File: src/rtl/matrix_rotate_flip_undo_top_assert.svh
// Assertion macros for the matrix rotate and flip block.
`ifndef MATRIX_ROTATE_FLIP_UNDO_TOP_ASSERT_SVH
`define MATRIX_ROTATE_FLIP_UNDO_TOP_ASSERT_SVH

`ifndef SYNTHESIS
// Property must hold at every clock edge outside reset.
`define MRFU_ASSERT(lbl, clk, rst_n, prop) \
  lbl: assert property (@(posedge clk) disable iff (!rst_n) (prop)) \
    else $error("mrfu assertion failed");
// Condition must never be true at a clock edge outside reset.
`define MRFU_ASSERT_NEVER(lbl, clk, rst_n, cond) \
  lbl: assert property (@(posedge clk) disable iff (!rst_n) !(cond)) \
    else $error("mrfu forbidden condition seen");
`else
`define MRFU_ASSERT(lbl, clk, rst_n, prop)
`define MRFU_ASSERT_NEVER(lbl, clk, rst_n, cond)
`endif

`endif

File: src/rtl/mrfu_pkg.sv
// Shared types, constants and helpers of the matrix rotate and flip block.
`default_nettype none

package mrfu_pkg;

  // Sizing of the matrix store and the operation list.
  localparam int MAX_DIM    = 8;
  localparam int MAX_OPS    = 64;
  localparam int DEPTH      = MAX_DIM * MAX_DIM;
  localparam int ADDR_W     = (DEPTH > 1) ? $clog2(DEPTH) : 1;
  localparam int IDX_W      = (MAX_DIM > 1) ? $clog2(MAX_DIM) : 1;

  // Field and register widths.
  localparam int ELEM_W     = 32;
  localparam int DIM_W      = 4;
  localparam int PROD_W     = 2 * DIM_W;
  localparam int LOAD_W     = 7;
  localparam int OPCNT_W    = 7;
  localparam int OPSEQ_W    = 64;
  localparam int OPIDX_W    = (MAX_OPS > 1) ? $clog2(MAX_OPS) : 1;
  localparam int CFG_IDX_W  = 2;
  localparam int CFG_DATA_W = 64;

  // Operation codes carried in the sequence register.
  localparam logic OP_ROTATE = 1'b0;
  localparam logic OP_FLIP   = 1'b1;

  // Configuration register indexes.
  typedef enum logic [CFG_IDX_W-1:0] {
    REG_ROW_COUNT   = 2'd0,
    REG_COL_COUNT   = 2'd1,
    REG_OP_COUNT    = 2'd2,
    REG_OP_SEQUENCE = 2'd3
  } cfg_reg_e;

  // Controller states.
  typedef enum logic [1:0] {
    ST_LOAD,
    ST_XFORM,
    ST_READ,
    ST_SHOW
  } state_e;

  // Commands from the controller to the datapath.
  typedef struct packed {
    logic load_en;
    logic xform_start;
    logic xform_step;
    logic read_en;
    logic emit_adv;
  } mrfu_cmd_t;

  // Status from the datapath to the controller.
  typedef struct packed {
    logic load_done;
    logic ops_done;
    logic last;
  } mrfu_sts_t;

  // Out-of-range dimensions: zero reads as one, large values saturate.
  function automatic logic [DIM_W-1:0] clamp_dim(input logic [DIM_W-1:0] v);
    logic [DIM_W-1:0] r;
    if (v == '0) begin
      r = DIM_W'(1);
    end else if (v > DIM_W'(MAX_DIM)) begin
      r = DIM_W'(MAX_DIM);
    end else begin
      r = v;
    end
    return r;
  endfunction

endpackage

`default_nettype wire

File: src/rtl/mrfu_ctrl.sv
// Controller state machine: load, transform composition, read and present.
`default_nettype none

module mrfu_ctrl import mrfu_pkg::*; (
  input  logic      clk_i,
  input  logic      rst_ni,
  input  logic      in_valid_i,
  input  logic      out_stall_i,
  input  mrfu_sts_t sts_i,
  output mrfu_cmd_t cmd_o,
  output logic      in_stall_o,
  output logic      out_valid_o
);

  state_e state_q, state_d;

  // State register.
  always_ff @(posedge clk_i or negedge rst_ni) begin
    if (!rst_ni) begin
      state_q <= ST_LOAD;
    end else begin
      state_q <= state_d;
    end
  end

  // Next state.
  always_comb begin
    state_d = state_q;
    case (state_q)
      ST_LOAD: begin
        if (in_valid_i && sts_i.load_done) begin
          state_d = ST_XFORM;
        end
      end
      ST_XFORM: begin
        if (sts_i.ops_done) begin
          state_d = ST_READ;
        end
      end
      ST_READ: begin
        state_d = ST_SHOW;
      end
      ST_SHOW: begin
        if (!out_stall_i) begin
          state_d = sts_i.last ? ST_LOAD : ST_READ;
        end
      end
      default: begin
        state_d = ST_LOAD;
      end
    endcase
  end

  // Outputs and datapath commands.
  always_comb begin
    cmd_o       = '0;
    in_stall_o  = 1'b1;
    out_valid_o = 1'b0;
    case (state_q)
      ST_LOAD: begin
        in_stall_o        = 1'b0;
        cmd_o.load_en     = in_valid_i;
        cmd_o.xform_start = in_valid_i && sts_i.load_done;
      end
      ST_XFORM: begin
        cmd_o.xform_step = !sts_i.ops_done;
      end
      ST_READ: begin
        cmd_o.read_en = 1'b1;
      end
      ST_SHOW: begin
        out_valid_o    = 1'b1;
        cmd_o.emit_adv = !out_stall_i;
      end
      default: begin
        cmd_o = '0;
      end
    endcase
  end

endmodule

`default_nettype wire

File: src/rtl/mrfu_dp.sv
// Datapath: configuration, matrix store, transform composition and readout.
`default_nettype none

module mrfu_dp import mrfu_pkg::*; (
  input  logic                     clk_i,
  input  logic                     rst_ni,
  input  logic                     cfg_we_i,
  input  logic [CFG_IDX_W-1:0]     cfg_index_i,
  input  logic [CFG_DATA_W-1:0]    cfg_data_i,
  input  logic signed [ELEM_W-1:0] elem_value_i,
  input  mrfu_cmd_t                cmd_i,
  output mrfu_sts_t                sts_o,
  output logic signed [ELEM_W-1:0] out_value_o,
  output logic [DIM_W-1:0]         out_rows_o,
  output logic [DIM_W-1:0]         out_cols_o,
  output logic                     last_elem_o
);

  logic [DIM_W-1:0]   row_count_q, col_count_q;
  logic [OPCNT_W-1:0] op_count_q;
  logic [OPSEQ_W-1:0] op_seq_q;

  logic [ELEM_W-1:0]  store_q [DEPTH];
  logic [ELEM_W-1:0]  rdata_q;

  logic [LOAD_W-1:0]  load_cnt_q, load_next;
  logic [OPCNT_W-1:0] op_cnt_q, op_cnt_m1, nops;
  logic               swap_q, flip_i_q, flip_j_q, op_bit;
  logic [IDX_W-1:0]   row_q, col_q, x_idx, y_idx;

  logic [DIM_W-1:0]   nr, nc, o_rows, o_cols, src_i, src_j;
  logic [LOAD_W-1:0]  total;
  logic [PROD_W-1:0]  prod, addr_full;
  logic [ADDR_W-1:0]  rd_addr;
  logic               col_end, row_end;

  // Configuration registers.
  always_ff @(posedge clk_i or negedge rst_ni) begin
    if (!rst_ni) begin
      row_count_q <= DIM_W'(1);
      col_count_q <= DIM_W'(1);
      op_count_q  <= '0;
      op_seq_q    <= '0;
    end else if (cfg_we_i) begin
      case (cfg_reg_e'(cfg_index_i))
        REG_ROW_COUNT:   row_count_q <= cfg_data_i[DIM_W-1:0];
        REG_COL_COUNT:   col_count_q <= cfg_data_i[DIM_W-1:0];
        REG_OP_COUNT:    op_count_q  <= cfg_data_i[OPCNT_W-1:0];
        REG_OP_SEQUENCE: op_seq_q    <= cfg_data_i[OPSEQ_W-1:0];
        default: begin
          op_seq_q <= op_seq_q;
        end
      endcase
    end
  end

  // Effective dimensions, element count and operation count.
  always_comb begin
    nr    = clamp_dim(row_count_q);
    nc    = clamp_dim(col_count_q);
    prod  = {{DIM_W{1'b0}}, nr} * {{DIM_W{1'b0}}, nc};
    total = prod[LOAD_W-1:0];
    nops  = (op_count_q > OPCNT_W'(MAX_OPS)) ? OPCNT_W'(MAX_OPS) : op_count_q;
  end

  // Load counter; the matrix completes once the count reaches the element total.
  assign load_next       = load_cnt_q + LOAD_W'(1);
  assign sts_o.load_done = (load_next >= total);

  always_ff @(posedge clk_i or negedge rst_ni) begin
    if (!rst_ni) begin
      load_cnt_q <= '0;
    end else if (cmd_i.load_en) begin
      load_cnt_q <= cmd_i.xform_start ? '0 : load_next;
    end
  end

  // Matrix store, written in load order and read at the source address.
  always_ff @(posedge clk_i) begin
    if (cmd_i.load_en && (load_cnt_q < LOAD_W'(DEPTH))) begin
      store_q[load_cnt_q[ADDR_W-1:0]] <= elem_value_i;
    end
    if (cmd_i.read_en) begin
      rdata_q <= store_q[rd_addr];
    end
  end

  // Transform composition: operations walk from the last one to the first and
  // update a swap flag and two mirror flags that map output to source positions.
  assign op_cnt_m1      = op_cnt_q - OPCNT_W'(1);
  assign op_bit         = op_seq_q[op_cnt_m1[OPIDX_W-1:0]];
  assign sts_o.ops_done = (op_cnt_q == '0);

  always_ff @(posedge clk_i or negedge rst_ni) begin
    if (!rst_ni) begin
      op_cnt_q <= '0;
      swap_q   <= 1'b0;
      flip_i_q <= 1'b0;
      flip_j_q <= 1'b0;
    end else if (cmd_i.xform_start) begin
      op_cnt_q <= nops;
      swap_q   <= 1'b0;
      flip_i_q <= 1'b0;
      flip_j_q <= 1'b0;
    end else if (cmd_i.xform_step) begin
      op_cnt_q <= op_cnt_m1;
      if (op_bit == OP_FLIP) begin
        // A flip mirrors whichever source axis lies along the current rows.
        if (swap_q) begin
          flip_j_q <= !flip_j_q;
        end else begin
          flip_i_q <= !flip_i_q;
        end
      end else begin
        // A counterclockwise turn mirrors the axis that moves to the rows and swaps.
        if (swap_q) begin
          flip_i_q <= !flip_i_q;
        end else begin
          flip_j_q <= !flip_j_q;
        end
        swap_q <= !swap_q;
      end
    end
  end

  // Output dimensions follow the swap flag.
  assign o_rows = swap_q ? nc : nr;
  assign o_cols = swap_q ? nr : nc;

  // Output position counters, row-major over the transformed matrix.
  assign col_end    = (DIM_W'(col_q) == o_cols - DIM_W'(1));
  assign row_end    = (DIM_W'(row_q) == o_rows - DIM_W'(1));
  assign sts_o.last = col_end && row_end;

  always_ff @(posedge clk_i or negedge rst_ni) begin
    if (!rst_ni) begin
      row_q <= '0;
      col_q <= '0;
    end else if (cmd_i.xform_start) begin
      row_q <= '0;
      col_q <= '0;
    end else if (cmd_i.emit_adv) begin
      if (col_end) begin
        col_q <= '0;
        row_q <= row_q + IDX_W'(1);
      end else begin
        col_q <= col_q + IDX_W'(1);
      end
    end
  end

  // Source address of the current output position.
  always_comb begin
    x_idx     = swap_q ? col_q : row_q;
    y_idx     = swap_q ? row_q : col_q;
    src_i     = flip_i_q ? (nr - DIM_W'(1) - DIM_W'(x_idx)) : DIM_W'(x_idx);
    src_j     = flip_j_q ? (nc - DIM_W'(1) - DIM_W'(y_idx)) : DIM_W'(y_idx);
    addr_full = {{DIM_W{1'b0}}, src_i} * {{DIM_W{1'b0}}, nc}
              + {{DIM_W{1'b0}}, src_j};
    rd_addr   = addr_full[ADDR_W-1:0];
  end

  // Result payload; it holds while the output stalls.
  assign out_value_o = rdata_q;
  assign out_rows_o  = o_rows;
  assign out_cols_o  = o_cols;
  assign last_elem_o = sts_o.last;

endmodule

`default_nettype wire

File: src/rtl/matrix_rotate_flip_undo_top.sv
// Load accepts one element per cycle, one element per transaction, with no stall.
// After the completing element, the controller composes the operations in turn,
// with op_count capped at 64; each result then passes a store read state and a
// presentation state, and is held while the output stalls.
// Reset clears configuration to its defaults, the load count and the controller;
// the matrix store is not cleared and needs no clearing pass.
`default_nettype none

`include "matrix_rotate_flip_undo_top_assert.svh"

module matrix_rotate_flip_undo_top import mrfu_pkg::*; (
  input  logic                     clk_i,
  input  logic                     rst_ni,
  input  logic                     cfg_we_i,
  input  logic [CFG_IDX_W-1:0]     cfg_index_i,
  input  logic [CFG_DATA_W-1:0]    cfg_data_i,
  input  logic                     in_valid_i,
  output logic                     in_stall_o,
  input  logic signed [ELEM_W-1:0] elem_value_i,
  output logic                     out_valid_o,
  input  logic                     out_stall_i,
  output logic signed [ELEM_W-1:0] out_value_o,
  output logic [DIM_W-1:0]         out_rows_o,
  output logic [DIM_W-1:0]         out_cols_o,
  output logic                     last_elem_o
);

  mrfu_cmd_t cmd;
  mrfu_sts_t sts;

  // Controller.
  mrfu_ctrl u_ctrl (
    .clk_i       (clk_i),
    .rst_ni      (rst_ni),
    .in_valid_i  (in_valid_i),
    .out_stall_i (out_stall_i),
    .sts_i       (sts),
    .cmd_o       (cmd),
    .in_stall_o  (in_stall_o),
    .out_valid_o (out_valid_o)
  );

  // Datapath.
  mrfu_dp u_dp (
    .clk_i        (clk_i),
    .rst_ni       (rst_ni),
    .cfg_we_i     (cfg_we_i),
    .cfg_index_i  (cfg_index_i),
    .cfg_data_i   (cfg_data_i),
    .elem_value_i (elem_value_i),
    .cmd_i        (cmd),
    .sts_o        (sts),
    .out_value_o  (out_value_o),
    .out_rows_o   (out_rows_o),
    .out_cols_o   (out_cols_o),
    .last_elem_o  (last_elem_o)
  );

  // No input transaction is taken while a result is on offer.
  `MRFU_ASSERT_NEVER(a_no_load_during_emit, clk_i, rst_ni, out_valid_o && !in_stall_o)

  // A completing element stops further input until the matrix is emitted.
  `MRFU_ASSERT(a_stall_after_complete, clk_i, rst_ni, (in_valid_i && !in_stall_o && sts.load_done) |=> in_stall_o)

  // Taking the last result reopens the input in the next cycle.
  `MRFU_ASSERT(a_ready_after_last, clk_i, rst_ni, (out_valid_o && !out_stall_i && last_elem_o) |=> !in_stall_o)

  // Composition steps are only issued while operations remain.
  `MRFU_ASSERT_NEVER(a_step_without_ops, clk_i, rst_ni, cmd.xform_step && sts.ops_done)

endmodule

`default_nettype wire

File: config.mk
export PLATFORM = sky130hd
export DESIGN_NAME = matrix_rotate_flip_undo_top
export DESIGN_NICKNAME = d
export VERILOG_FILES = /design/src/rtl/mrfu_pkg.sv /design/src/rtl/mrfu_ctrl.sv /design/src/rtl/mrfu_dp.sv /design/src/rtl/matrix_rotate_flip_undo_top.sv
export VERILOG_INCLUDE_DIRS = /design/src /design/src/rtl
export SDC_FILE = /design/constraint.sdc
export NUM_CORES = 2
export LEC_CHECK = 0
export ABC_AREA = 0
export BUFFER_PORTS_ARGS = -buffer_cell sky130_fd_sc_hd__buf_4
export CORE_ASPECT_RATIO = 0.75
export CORE_UTILIZATION = 39
export CTS_CLUSTER_DIAMETER = 50
export DETAILED_ROUTE_END_ITERATION = 8
export PLACE_DENSITY_LB_ADDON = 0.3
export SETUP_SLACK_MARGIN = 0.05
export SLEW_MARGIN = 40
export SYNTH_ARGS = -nofsm -noshare
export SYNTH_HDL_FRONTEND = slang
export SYNTH_SLANG_ARGS = --single-unit
export TNS_END_PERCENT = 30
File: constraint.sdc
create_clock -name clk_i -period 5.2 [get_ports clk_i]
set_input_delay 0.26 -clock clk_i [delete_from_list [all_inputs] [get_ports clk_i]]
set_output_delay 0.26 -clock clk_i [all_outputs]
set_load 0.05 [all_outputs]
* Word-level counts from Yosys, hierarchy flattened
Memories as Yosys holds them, arrays and structs flattened. A register that Yosys moved wholly into a read port is not among the register bits.
Index checks and enable logic that the tools add are counted.
** Storage, ports and cells
- Register bits :: 104
- RAM bits :: 2048
- Input port bits :: 103
- Output and inout port bits :: 43
- Word-level logic and storage cells :: 121
- Memories kept :: 1
** Operators by class
- Add/subtract/negate cells :: 11
- Multiply operators :: 2
- $lt $le $gt $ge :: 6
- Eq/ne operators :: 15
- Mux-type cells :: 48
- Reductions and logical operators :: 26
** Memory list
- u_dp.store_q :: depth 64, bits a word 32, read ports 1, clocked after Yosys merged registers in 1, wr ports 1, RTL line mrfu_dp.sv:23 : logic [ELEM_W-1:0] store_q [DEPTH];
** Operator list (number)
- 4-bit 2-to-1 mux :: 8
- 7-bit 2-to-1 mux :: 4
- 3-bit 2-to-1 mux :: 8
- 1-bit 2-to-1 mux :: 21
- 4-bit by 1-bit subtractor with 4-bit output (second input constant) :: 4
- 2-bit AND reduction :: 6
- 2-bit 2-to-1 mux :: 5
- 3-bit AND reduction :: 3
- 2-bit == test (second input constant) :: 4
- 3-bit by 4-bit == test with 1-bit output :: 2
- 4-bit > comparator (second input constant) :: 2
- 4-bit zero test :: 2
- 2-bit one-hot mux with 4 select lines :: 1
- 4-bit by 3-bit subtractor with 4-bit output :: 2
- 7-bit by 1-bit adder with 7-bit output (second input constant) :: 1
- 7-bit >= comparator :: 1
- 7-bit > comparator (second input constant) :: 1
- 7-bit zero test :: 1
- 6-bit by 7-bit < comparator with 1-bit output (second input constant) :: 1
- 7-bit < comparator (second input constant) :: 1
- 4-bit by 4-bit multiplier with 7-bit output :: 1
- 7-bit by 1-bit subtractor with 7-bit output (second input constant) :: 1
- 3-bit by 1-bit adder with 3-bit output (second input constant) :: 2
- 6-bit by 4-bit adder with 6-bit output :: 1
- other kinds (12) :: 25

* Depth between registers and ports, before layout
- Depth in word-level cells :: 10
- Mapped depth :: 22
- Depth with buffers taken out :: 20

* Modules after synthesis
A second synthesis with hierarchy kept.
** Unflattened totals
- Cells, all modules :: 3647
- Area, all modules :: 85633.4 µm²
** By module, submodules not included
- mrfu_dp :: times used 1, cells each 3630, area each 85492.0 µm², sequential area each 65014.9 µm²
- mrfu_ctrl :: times used 1, cells each 17, area each 141.4 µm², sequential area each 50.0 µm²

* Worst setup path after synthesis
No wires, ideal clock.
- Path type :: register to register
- Start point :: register u_dp.row_count_q[0]
- End point :: register u_dp.rdata_q[11], in the netlist u_dp.out_value_o[11], read port of u_dp.store_q, data pin
- Setup time :: 0.279 ns
- Data arrival time :: 5.357 ns
- Required time :: 4.921 ns
- Setup slack :: -0.435 ns
- Stages on the path, launching flop included :: 21
- Buffers on the path :: 3
- Period minus slack after synthesis :: 5.635 ns
- Cell sequence :: dfstp_2 > o21ba_2 > or2_2 > clkbuf_1 > inv_1 > ha_1 > fa_1 > o21ai_0 > nor2_1 > fa_1 > inv_1 > fa_1 > inv_1 > fa_1 > ha_1 > xor2_1 > buf_2 > buf_2 > mux4_2 > mux2i_1 > mux2i_1
** Between the ends
- Longest elaborated chain between the ends :: 8
- Elaborated cells on any way between the ends :: 9
- Classes of those cells :: add/sub (3); mul (1); order compare (1); mux (3); reduce/logical (1)
** Ends and longest elaborated chain
- start: declaration :: RTL line mrfu_dp.sv:19 : logic [DIM_W-1:0] row_count_q, col_count_q;
- start signal: assignment :: RTL line mrfu_dp.sv:46 : REG_ROW_COUNT: row_count_q <= cfg_data_i[DIM_W-1:0];
- 4-bit > comparator :: RTL line mrfu_pkg.sv:65 : end else if (v > DIM_W'(MAX_DIM)) begin
- 4-bit 2-to-1 mux :: RTL line mrfu_pkg.sv:65
- 4-bit 2-to-1 mux * :: RTL line mrfu_pkg.sv:63 : if (v == '0) begin
- 4-bit by 1-bit subtractor with 4-bit output * :: RTL line mrfu_dp.sv:156 : src_i = flip_i_q ? (nr - DIM_W'(1) - DIM_W'(x_idx)) : DIM_W'(x_idx);
- 4-bit by 3-bit subtractor with 4-bit output * :: RTL line mrfu_dp.sv:156
- 4-bit 2-to-1 mux * :: RTL line mrfu_dp.sv:156
- 4-bit by 4-bit multiplier with 6-bit output * :: RTL line mrfu_dp.sv:158 : addr_full = {{DIM_W{1'b0}}, src_i} * {{DIM_W{1'b0}}, nc}
- 6-bit by 4-bit adder with 6-bit output * :: RTL line mrfu_dp.sv:159 : + {{DIM_W{1'b0}}, src_j};
- end: declaration :: RTL line mrfu_dp.sv:24 : logic [ELEM_W-1:0] rdata_q;
Every way passes the cells marked *; elsewhere a longest branch is shown, timed or not.
A chain may end at the register's enable or synchronous reset.

* Final worst setup path
- Start point :: register u_dp.row_count_q[0]
- End point :: register u_dp.rdata_q[4], in the netlist u_dp.out_value_o[4], read port of u_dp.store_q, data pin
The elaborated chain is that of the path after synthesis.

==> out/metrics.cfg <==
[place]
place_congestion = 0.806
port_buffers = 145
dpl_cell_area_sq_um = 92900
hpwlAfterDp_um = 127000

[synthesis]
synth_adder_area_share_pct = 0.856
synth-edff-count = 2080
avgSynthCellArea_sq_um = 23.3
synth_flop_cell = edfxtp_1
synth-seq-cells = 2184
syn-num-nets = 3839
post_synth_num_cell_types = 67
ys_seq_area_share_pct = 76.0
synthXorXnorAreaFrac_pct = 0.399
yosys.area.top_type_share_pct = 72.9
muxShareOfSynthArea_pct = 19.6
synth-simple-area-share_pct = 1.41
syn_area_sq_um = 85700
synth_top_cells_by_area = edfxtp_1, mux4_2, dfrtp_1, mux2i_1, mux2_2
syn-instance-count = 3684
synth_top_family_by_area = multiplexers
yosys_warnings = 0
async_flop_share_pct = 4.76
yosysTopAreaCell = edfxtp_1
synth_compound_area_share_pct = 0.557

[timing]
hold_viol = 0
worst_pin_slew_ps = 901
rsz0062_at_grt = true
fmax_mhz = 183
fin_skew_ps = 40.9
slew_headroom_pct = 39.9
setup_viol = 32
slew_viol_final = 0
setup_ws_ps = -271
fin_crit_ps = 5470
fin_crit_sh_pct = 105

[routing]
drc = 0
ant_nets = 0
wl_per_cell_um = 30.5
dr_total_vias = 41604
totalWireLength_um = 224000
dr.pass1.iters = 5
viasPerCell = 5.69
drt_iter0_markers = 5440

[final_layout]
final_common_cell = edfxtp_1
multi_input_area_sq_um = 20200
final_layout_size_suffix_gt1_share_pct = 34.8
stdcell_area_sq_um = 101000
area_growth_pct = 18.0
layout_common_cells = edfxtp_1, mux4_2, buf_4
fillers = 17755
fin_nets = 4384
antennaDiodeCount = 0
seqCellArea_sq_um = 65100

[run_status]
failed_checks = setup timing
status = finished with violations

[clocking]
tritoncts = done
cts.sinks = 2184
clk_pin_slew_ps = 70
numCtsBuffers = 217
htreeDepth = 4
clock_path_buffers = 4
worstSkewPairLatency_ps = 860
clockRootBuffer = clkbuf_16

[min_path]
hold_class = in2reg

[floorplanning]
die-area_sq_um = 222000
die_x_um = 543
dieHeight_um = 408
rows = 148
ios = 146
core-area_sq_um = 218000
initial_core_util_pct = 39.4

[flow_run]
max_cap_violations = 0

[grt]
grt_first_pass_wirelength_um = 317000
grt_max_degree = 65
grt_pass1_vias = 41561
antenna_found_initial = 6
gr-total-overflow = 0
track_usage_pct = 20.1

[critical_path]
start_kind = flop
crit_path_end_kind = flop
worstPathArrival_ps = 6050
cp_max_fo = 22
worstSetupPathType = reg2reg
worstPathRequired_ps = 5780

-- worst max-delay path, stage by stage (launching register included) --
cell     delay [ps]
dfstp_2         520
o21ba_4         150
or2_4           240
inv_4            60
ha_4            120
fa_2            440
o21ai_2         150
nor2_1           80
fa_1            480
inv_1            50
fa_1            490
inv_2            40
fa_1            500
ha_4            330
xor2_4          170
buf_12          200
buf_16          220
mux4_2          540
mux2i_1         150
buf_4           150
mux2i_1          90
-- flip-flops by register name, indices dropped and copies added, names as in the netlist --
signal and cells:
u_dp.row_q 3, u_ctrl.state_q 2, u_dp.op_count_q 7, u_dp.out_value_o 32
u_dp.col_count_q 4, u_dp.load_cnt_q 7, u_dp.store_q 2048, u_dp.row_count_q 4
u_dp.op_seq_q 64, u_dp.col_q 3, u_dp.flip_j_q 1, u_dp.flip_i_q 1
u_dp.op_cnt_q 7, u_dp.swap_q 1
-- cells by family after synthesis --
family / after synthesis
AOI/OAI and AO/OA: 75
adders and majority gates: 52
buffers and inverters: 221
muxes: 864
DFF: 2184
xor gates and xnor gates: 36
and+or+nand+nor: 252
-- worst paths after layout --
check / start / endpoint / slack [ps] / depth (start not counted)
max: u_dp.row_count_q[0]$_DFFE_PN1P_ / u_dp.out_value_o[4]$_DFFE_PP_ / -270 / 20
min: cfg_data_i[60] / u_dp.op_seq_q[60]$_DFFE_PN0P_ / 190 / 3
max reg2reg: u_dp.row_count_q[0]$_DFFE_PN1P_ / u_dp.out_value_o[4]$_DFFE_PP_ / -270 / 20
min reg2reg: u_dp.op_seq_q[56]$_DFFE_PN0P_ / u_dp.op_seq_q[56]$_DFFE_PN0P_ / 500 / 1
max in group asynchronous: rst_ni / u_dp.op_seq_q[20]$_DFFE_PN0P_ / 3880 / 4
min in group asynchronous: rst_ni / u_dp.col_count_q[0]$_DFFE_PN1P_ / 560 / 3
-- timing repair --
| action | 4_1_cts | 5_1_grt |
|---|---|---|
| endpoints found under the setup margin | 32 | 38 |
| gates resized for setup | 15 | 6 |
| hold buffers | 111 | 0 |
| gates cloned | 2 | 1 |
| hold endpoints to repair | 2167 | 0 |
| pin swaps | 1 | 0 |
| setup buffers | 1 | 12 |
-- cell type report --
cell class                      instances  area share, %
Clock inverter                        114          0.903
Sequential cell                      2184           64.4
Timing Repair Buffer                  511           5.25
Clock buffer                          269           5.67
Multi-Input combinational cell       1279           20.0
Inverter                               36          0.136
Tap cell                             2925           3.62
-- per-stage QoR --
step	worst slack [ps]	utilization (%)	TNS, ps	hold WS (ps)	cells
4_1_cts	-314	46.3	-8780	123	7305
5_1_grt	-462	46.4	-13260	150	7318
3_5_place_dp	-381	42.7	-9480	323	6808
3_3_place_gp	-359	42.7	-8350	324	6805
6_report	-271	46.4	-7040	189	7318
2_1_floorplan	-17.2	-	-499	-35.6	3684
-- routing by layer --
layer	track usage (%)	share of wire, %	vias up
met5	0	0.0098	-
met4	4.25	1.9	4
met3	4.60	9.0	290
met2	29.5	45	1904
met1	30.6	44	22684
li1	-	-	16722
-- cells in the mapped netlist (2+ instances only) --
master,instances
edfxtp_1,2080
mux4_2,643
mux2i_1,141
nor2_1,115
dfrtp_1,102
clkbuf_1,86
mux2_2,78
buf_2,74
nand2_1,46
ha_1,41
inv_1,35
nand3_1,30
o21ai_0,26
a21oi_1,19
xnor2_1,19
xor2_1,15
buf_1,11
fa_1,11
buf_6,10
nor3_1,10
a21o_1,7
nand3b_1,6
nor2b_1,6
or2_2,6
nand4_1,5
nand2b_1,4
and3_1,3
or3_1,3
a221o_1,2
a221oi_1,2
a22oi_1,2
a31o_2,2
and2_1,2
buf_4,2
dfstp_2,2
nor3_2,2
o211ai_1,2
o21ba_2,2
or3b_2,2
or3b_4,2
or4_1,2
Power is left out: the tool's default activity adds up to more than one toggle a clock period on the data nets, which glitch-free logic cannot reach.
